File: src/hdl/pfc_pkg.sv
// Shared types, format codes and helpers for the pixel format converter.
`default_nettype none
package pfc_pkg;

    typedef enum logic [2:0] {
        FMT_A8       = 3'd0,
        FMT_I8       = 3'd1,
        FMT_IA88     = 3'd2,
        FMT_RGB888   = 3'd3,
        FMT_RGBA8888 = 3'd4
    } t_fmt;

    typedef enum logic [0:0] {
        REG_SOURCE_FORMAT = 1'b0,
        REG_TARGET_FORMAT = 1'b1
    } t_reg_idx;

    localparam int unsigned SUM_W  = 18;   // holds 255*1000 + 500
    localparam int unsigned PROD_W = 37;   // SUM_W + reciprocal width
    localparam int unsigned RECIP_SHIFT = 28;

    localparam logic [9:0]  LUMA_WR   = 10'd299;
    localparam logic [9:0]  LUMA_WG   = 10'd587;
    localparam logic [9:0]  LUMA_WB   = 10'd114;
    localparam logic [9:0]  LUMA_BIAS = 10'd500;
    // ceil(2^28 / 1000): exact floor(x / 1000) for every x below 2^18
    localparam logic [18:0] LUMA_RECIP = 19'd268436;

    localparam logic [7:0] BYTE_FULL = 8'hFF;
    localparam logic [7:0] BYTE_ZERO = 8'h00;

    typedef struct packed {
        logic [7:0] b3;
        logic [7:0] b2;
        logic [7:0] b1;
        logic [7:0] b0;
    } t_pix;

    typedef struct packed {
        t_pix       pix;
        logic [2:0] count;
    } t_res;

    // codes five to seven behave as RGBA8888
    function automatic t_fmt fmt_norm(input logic [2:0] raw);
        t_fmt f;
        f = (raw > 3'(FMT_RGBA8888)) ? FMT_RGBA8888 : t_fmt'(raw);
        return f;
    endfunction

    function automatic logic [2:0] fmt_size(input t_fmt f);
        logic [2:0] n;
        case (f)
            FMT_A8:       n = 3'd1;
            FMT_I8:       n = 3'd1;
            FMT_IA88:     n = 3'd2;
            FMT_RGB888:   n = 3'd3;
            default:      n = 3'd4;
        endcase
        return n;
    endfunction

    // weighted luma numerator, rounding bias included
    function automatic logic [SUM_W-1:0] luma_sum(input logic [7:0] r,
                                                  input logic [7:0] g,
                                                  input logic [7:0] b);
        logic [SUM_W-1:0] s;
        s = SUM_W'(r) * SUM_W'(LUMA_WR) + SUM_W'(g) * SUM_W'(LUMA_WG)
          + SUM_W'(b) * SUM_W'(LUMA_WB) + SUM_W'(LUMA_BIAS);
        return s;
    endfunction

endpackage
`default_nettype wire

File: src/hdl/pfc_luma_div.sv
// Divide the luma numerator by 1000 with a reciprocal multiply.
`default_nettype none
module pfc_luma_div
    import pfc_pkg::*;
(
    input  wire logic [SUM_W-1:0] i_sum,
    output logic      [7:0]       o_luma
);
    logic [PROD_W-1:0] prod;

    assign prod   = PROD_W'(i_sum) * PROD_W'(LUMA_RECIP);
    // quotient never exceeds 255
    assign o_luma = prod[RECIP_SHIFT+7:RECIP_SHIFT];
endmodule
`default_nettype wire

File: src/hdl/pfc_fmt_map.sv
// Channel routing from source layout to target layout.
`default_nettype none
module pfc_fmt_map
    import pfc_pkg::*;
(
    input  wire t_fmt       i_src,
    input  wire t_fmt       i_tgt,
    input  wire t_pix       i_pix,
    input  wire logic [7:0] i_luma,
    output t_res            o_res
);
    t_pix       o;
    logic [7:0] alpha;
    logic [2:0] n;

    always_comb begin
        o     = '0;
        alpha = BYTE_FULL;
        n     = fmt_size(i_tgt);
        if (i_src == i_tgt
            || (i_src == FMT_I8 && i_tgt == FMT_A8)
            || (i_src == FMT_A8 && i_tgt == FMT_I8)) begin
            o = i_pix;
        end else if (i_src == FMT_A8) begin
            if (i_tgt == FMT_IA88) begin
                o.b0 = BYTE_FULL;
                o.b1 = i_pix.b0;
            end else if (i_tgt == FMT_RGBA8888) begin
                o.b3 = i_pix.b0;
            end
        end else if (i_src == FMT_I8 || i_src == FMT_IA88) begin
            alpha = (i_src == FMT_IA88) ? i_pix.b1 : BYTE_FULL;
            case (i_tgt)
                FMT_A8:   o.b0 = alpha;
                FMT_I8:   o.b0 = i_pix.b0;
                FMT_IA88: begin
                    o.b0 = i_pix.b0;
                    o.b1 = alpha;
                end
                default: begin
                    o.b0 = i_pix.b0;
                    o.b1 = i_pix.b0;
                    o.b2 = i_pix.b0;
                    o.b3 = alpha;
                end
            endcase
        end else begin
            alpha = (i_src == FMT_RGBA8888) ? i_pix.b3 : BYTE_FULL;
            case (i_tgt)
                FMT_A8:   o.b0 = (i_src == FMT_RGBA8888) ? i_pix.b3 : BYTE_ZERO;
                FMT_I8:   o.b0 = i_luma;
                FMT_IA88: begin
                    o.b0 = i_luma;
                    o.b1 = alpha;
                end
                default: begin
                    o.b0 = i_pix.b0;
                    o.b1 = i_pix.b1;
                    o.b2 = i_pix.b2;
                    o.b3 = alpha;
                end
            endcase
        end
        // bytes past the target size read as zero
        if (n < 3'd2) o.b1 = BYTE_ZERO;
        if (n < 3'd3) o.b2 = BYTE_ZERO;
        if (n < 3'd4) o.b3 = BYTE_ZERO;
        o_res.pix   = o;
        o_res.count = n;
    end
endmodule
`default_nettype wire

File: src/hdl/pixel_format_converter_top.sv
// Top level of the pixel format converter: config registers and two-stage pipeline.
//
// Usage
//   Slave stream s_axis carries one pixel per transfer: tdata holds the four
//   source bytes (byte0 lowest), tlast marks the last pixel of a line.
//   Master stream m_axis returns one result per pixel: tdata holds four
//   target bytes, then the 3-bit byte count, zero padded to 40 bits; tlast
//   copies the line end mark. Bytes at or past the count are zero.
//   Config port: i_cfg_we with i_cfg_idx 0 sets the source format, 1 the
//   target format (0 A8, 1 I8, 2 IA88, 3 RGB888, 4 RGBA8888; 5..7 act as
//   RGBA8888). Write only while the pipeline is empty.
// Timing
//   Stage 1 registers the pixel and the weighted luma sum, stage 2 divides
//   by 1000 with a reciprocal multiply and routes channels into the output
//   register. m_axis_tvalid rises once the pixel has passed stage 1 and the
//   output register. Throughput is one pixel per cycle while the receiver
//   keeps tready high.
// Reset and stall
//   Synchronous active-low reset empties both stages and sets both formats
//   to RGBA8888. When the receiver holds tready low the output register
//   keeps its result, stage 1 fills, and s_axis_tready drops; no data lost.
`default_nettype none
module pixel_format_converter_top
    import pfc_pkg::*;
(
    input  wire logic        i_clk,
    input  wire logic        i_rst_n,
    // config write port
    input  wire logic        i_cfg_we,
    input  wire logic [0:0]  i_cfg_idx,
    input  wire logic [2:0]  i_cfg_wdata,
    // input pixel stream
    input  wire logic        s_axis_tvalid,
    output logic             s_axis_tready,
    input  wire logic [31:0] s_axis_tdata,   // in_byte0, in_byte1, in_byte2, in_byte3
    input  wire logic        s_axis_tlast,   // line_end_in
    // output pixel stream
    output logic             m_axis_tvalid,
    input  wire logic        m_axis_tready,
    output logic      [39:0] m_axis_tdata,   // out_byte0..3, byte_count, 5 zero bits
    output logic             m_axis_tlast    // line_end_out
);
    // format registers, kept normalized
    t_fmt r_src, r_tgt;

    // stage 1: captured pixel and luma numerator
    logic             r_s1_valid;
    t_pix             r_s1_pix;
    logic [SUM_W-1:0] r_s1_sum;
    logic             r_s1_last;

    // stage 2: output register
    logic             r_out_valid;
    t_res             r_out_res;
    logic             r_out_last;

    logic       out_load;
    logic       in_xfer;
    t_pix       in_pix;
    logic [7:0] luma;
    t_res       res;

    assign in_pix   = t_pix'(s_axis_tdata);
    assign out_load = !r_out_valid || m_axis_tready;
    assign s_axis_tready = !r_s1_valid || out_load;
    assign in_xfer  = s_axis_tvalid && s_axis_tready;

    always_ff @(posedge i_clk) begin
        if (!i_rst_n) begin
            r_src <= FMT_RGBA8888;
            r_tgt <= FMT_RGBA8888;
        end else if (i_cfg_we) begin
            case (t_reg_idx'(i_cfg_idx))
                REG_SOURCE_FORMAT: r_src <= fmt_norm(i_cfg_wdata);
                REG_TARGET_FORMAT: r_tgt <= fmt_norm(i_cfg_wdata);
                default: ;
            endcase
        end
    end

    // stage 1 control
    always_ff @(posedge i_clk) begin
        if (!i_rst_n) begin
            r_s1_valid <= 1'b0;
        end else if (s_axis_tready) begin
            r_s1_valid <= s_axis_tvalid;
        end
    end

    // stage 1 payload
    always_ff @(posedge i_clk) begin
        if (in_xfer) begin
            r_s1_pix  <= in_pix;
            r_s1_sum  <= luma_sum(in_pix.b0, in_pix.b1, in_pix.b2);
            r_s1_last <= s_axis_tlast;
        end
    end

    pfc_luma_div u_luma_div (
        .i_sum  (r_s1_sum),
        .o_luma (luma)
    );

    pfc_fmt_map u_fmt_map (
        .i_src  (r_src),
        .i_tgt  (r_tgt),
        .i_pix  (r_s1_pix),
        .i_luma (luma),
        .o_res  (res)
    );

    // output register control
    always_ff @(posedge i_clk) begin
        if (!i_rst_n) begin
            r_out_valid <= 1'b0;
        end else if (out_load) begin
            r_out_valid <= r_s1_valid;
        end
    end

    // output register payload
    always_ff @(posedge i_clk) begin
        if (out_load && r_s1_valid) begin
            r_out_res  <= res;
            r_out_last <= r_s1_last;
        end
    end

    assign m_axis_tvalid = r_out_valid;
    assign m_axis_tdata  = {5'b0, r_out_res.count, r_out_res.pix};
    assign m_axis_tlast  = r_out_last;
endmodule
`default_nettype wire

File: config.mk
export PLATFORM = sky130hd
export DESIGN_NAME = pixel_format_converter_top
export DESIGN_NICKNAME = d
export VERILOG_FILES = /design/src/hdl/pfc_pkg.sv /design/src/hdl/pfc_luma_div.sv /design/src/hdl/pfc_fmt_map.sv /design/src/hdl/pixel_format_converter_top.sv
export SDC_FILE = /design/constraint.sdc
export NUM_CORES = 1
export LEC_CHECK = 0
export BUFFER_PORTS_ARGS = -buffer_cell sky130_fd_sc_hd__buf_2
export CAP_MARGIN = 40
export CORE_MARGIN = 1.5
export CORE_UTILIZATION = 65
export DETAILED_ROUTE_END_ITERATION = 8
export PLACE_DENSITY = 0.91
export SLEW_MARGIN = 20
export SYNTH_ARGS = -nofsm -noshare
export SYNTH_HDL_FRONTEND = slang
export SYNTH_SLANG_ARGS = --single-unit
export TNS_END_PERCENT = 5
File: constraint.sdc
create_clock -name i_clk -period 10.6 [get_ports i_clk]
set_input_delay 0 -clock i_clk [delete_from_list [all_inputs] [get_ports i_clk]]
set_output_delay 0 -clock i_clk [all_outputs]
set_load 0.02 [all_outputs]
==> run metrics <==
status completed; post-detailed-route count of antenna-violating nets 0; total of max-cap violations 0; EDFF count, synth 87; final HPWL from detailed placement 23900 um; transition time at the pin with the least slew margin approximately 0.84 ns; post-synthesis cell area 12300 sq um; post-synthesis cell type count 65; number of antenna violations at the first check in global routing 0; Post-Route Utilization 0.728; Max FO, Critical Path 5; Fill cells between 1000 and 1500; number of buffers inserted by hold repair at cts 36; Sinks on Clock Net 95; antenna diode count 0; count of standard-cell rows 50; most instantiated library cell after synthesis sky130_fd_sc_hd__inv_1; largest cells by area after synthesis sky130_fd_sc_hd__ha_1 (26%), sky130_fd_sc_hd__edfxtp_1 (21%), sky130_fd_sc_hd__fa_1 (19%); x dimension of the die between 100 and 150 um; Max-slew headroom 0.442; Commonest cells post-synth sky130_fd_sc_hd__inv_1 (266), sky130_fd_sc_hd__ha_1 (255), sky130_fd_sc_hd__fa_1 (120), sky130_fd_sc_hd__edfxtp_1 (87), sky130_fd_sc_hd__o21ai_0 (52); Final Net Count around 1700; number of primary I/O pins between 80 and 90; number of global-route vias before repair 10287; post-synthesis sequential area ratio 0.225; Synth top area share 0.259; count of buffers inserted at the top-level ports 79; slowest cell on the critical path sky130_fd_sc_hd__dlygate4sd3_1; Period Utilization, post-route 0.632; number of post-CTS setup repair buffers 0; endpoint class of the critical path flip-flop; average instance area after synthesis 10.1 sq um; highest clock frequency the design can meet 0.149 GHz; max-slew violation count 0; clock-pin transition on the worst setup and hold timing paths 0.07 ns; RSZ-0062 raised after global routing no; drt initial violations 1235; main flop type after synthesis sky130_fd_sc_hd__edfxtp_1; post-route setup slack between 3 and 4 ns; Setup Slack @ Placement ~4.1 ns; worst endpoint required time around 11 ns; H-tree levels 3; weighted congestion at the end of routability-driven global placement 0.950; share of post-route cells with drive strength above 1 0.0917; endpoint arrival time on the critical path ~7 ns; final setup fails 0; area of the die 19800 sq um; Die Ht 141 um; 1st-pass router iterations 7; largest net degree at the start of global routing 37; count of mapped cells out of synthesis around 1200; Core Region 18600 sq um; Critical Setup Path Class primary input to flip-flop; average vias per placed instance approximately 6.3; time the worst path needs with I/O delays and setup 6.70 ns; worst-case register-to-register setup slack 4.50 ns; cell seen most often among critical-path stages sky130_fd_sc_hd__fa_1; TritonCTS clock tree yes; Routed Wire Length 32500 um; CP Cell Sequence dlygate4sd3_1 > buf_2 > fa_1 > inv_1 > fa_1 > inv_1 > ha_1 > ha_1 > fa_1 > xor2_1 > ha_1 > ha_1 > fa_1 > inv_1 > fa_1 > fa_1 > inv_1 > ha_1 > a21o_1 > a31oi_1 > o211ai_1 > a31o_1 > a21oi_1 > xnor2_1; DRC violations left 0; first-pass GRT wire length 51300 um; worst hold path type primary input to flip-flop; count of warnings emitted by yosys 0; async set-or-reset flop fraction in the synthesized netlist 0; number of resized instances in the post-cts repair step 0; clock insertion delay at the later pin of the skew report 0.36 ns; delay of the slowest cell on the worst path around 0.59 ns; Initial Util 0.661; Clock Root Buffer sky130_fd_sc_hd__clkbuf_16; all-layer global routing usage 0.336; accumulated negative setup slack 0 ns; Congestion Overflow GR 0; Final Hold Vio Count 0; post-route clock skew between 0.006 and 0.007 ns; cell taking the most area after synthesis sky130_fd_sc_hd__ha_1; area added between synthesis and finish 10.1%; total CTS buffers 9; DR WL/cell 20.9 um; count of state elements after synthesis 95; routed via count 9784; startpoint type of the worst setup path primary input; buffers from clock root to sink, at most 2
layout by cell type, fill, tap and decap left out, drive strengths merged, types with 8 or more instances in the layout:
cell type	netlist	final
a21o	11	11
a21oi	51	51
a22oi	10	10
and2	13	13
buf	13	86
clkbuf	30	10
dfxtp	8	8
dlygate4sd3	0	36
edfxtp	87	87
fa	120	120
ha	255	255
inv	266	267
mux2	9	9
nand2	34	34
nand3	19	19
nor2	44	44
nor2b	13	13
o211a	8	8
o211ai	11	11
o21a	10	10
o21ai	72	72
o22a	8	8
o22ai	11	11
xnor2	21	21
routing by layer:
| layer | track usage | up-vias | wire, um |
|---|---|---|---|
| li1 | - | 4303 | - |
| met1 | 0.387 | 4596 | 11500 |
| met2 | 0.580 | 671 | 15700 |
| met3 | 0.0615 | 214 | 3040 |
| met4 | 0.217 | 0 | 2220 |
| met5 | 0 | - | 0 |
cells by family after synthesis:
kind of cell / count (synthesis) / share of synthesized area
adders and majority gates: 375 / 0.454
buffers and inverters: 309 / 0.0964
AOI/OAI and AO/OA: 236 / 0.125
and+or+nand+nor: 163 / 0.0672
DFF: 95 / 0.225
xor gates and xnor gates: 28 / 0.0199
muxes: 14 / 0.0123
other: 1 / 0.000304
worst paths after layout:
| check | startpoint | end | cells after the start |
|---|---|---|---|
| setup reg to reg | r_s1_sum[6] | m_axis_tdata[6] | 19 |
| hold / removal | m_axis_tready | m_axis_tvalid | 3 |
| setup / recovery | s_axis_tdata[18] | r_s1_sum[16] | 24 |
| hold reg to reg | r_s1_last | m_axis_tlast | 0 |
final cells by class:
| cell class | instances | area, sq um | share of cell area |
|---|---|---|---|
| repair buffers | 123 | 853 | 0.0629 |
| inverters | 266 | 998 | 0.0736 |
| flip-flops and latches | 95 | 2770 | 0.204 |
| clock inverters | 5 | 36.3 | 0.00267 |
| multi-input cells | 821 | 8390 | 0.618 |
| clock buffers | 9 | 225 | 0.0166 |
| well taps | 234 | 293 | 0.0216 |
flip-flops by register name (all words and copies together), names as in the netlist, 3 cells and up:
| register | count |
|---|---|
| r_s1_pix | 32 |
| r_s1_sum | 18 |
| m_axis_tdata | 35 |
| r_src | 3 |
| r_tgt | 3 |
metrics by stage:
stage | std cells | hold slack, ns | cell area (sq um)
after CTS | 1551 | 0.0103 | 13500
after global placement | 1499 | 0.176 | 12900
after detailed placement | 1501 | 0.179 | 12900
after global routing | 1553 | 0.0214 | 13600
final | 1553 | 0.0244 | 13600
after floorplan | 1225 | 0.0718 | 12300
worst max-delay path, delay by kind of cell:
kind	cells	cell delay, ns
AO/OA/AOI/OAI	5	1.06
XOR/XNOR	2	0.27
adder cells (fa/ha/maj)	11	4.46
buffers and inverters	6	0.98
Power is left out: the tool's default activity adds up to more than one toggle a clock period on the data nets, which glitch-free logic cannot reach.
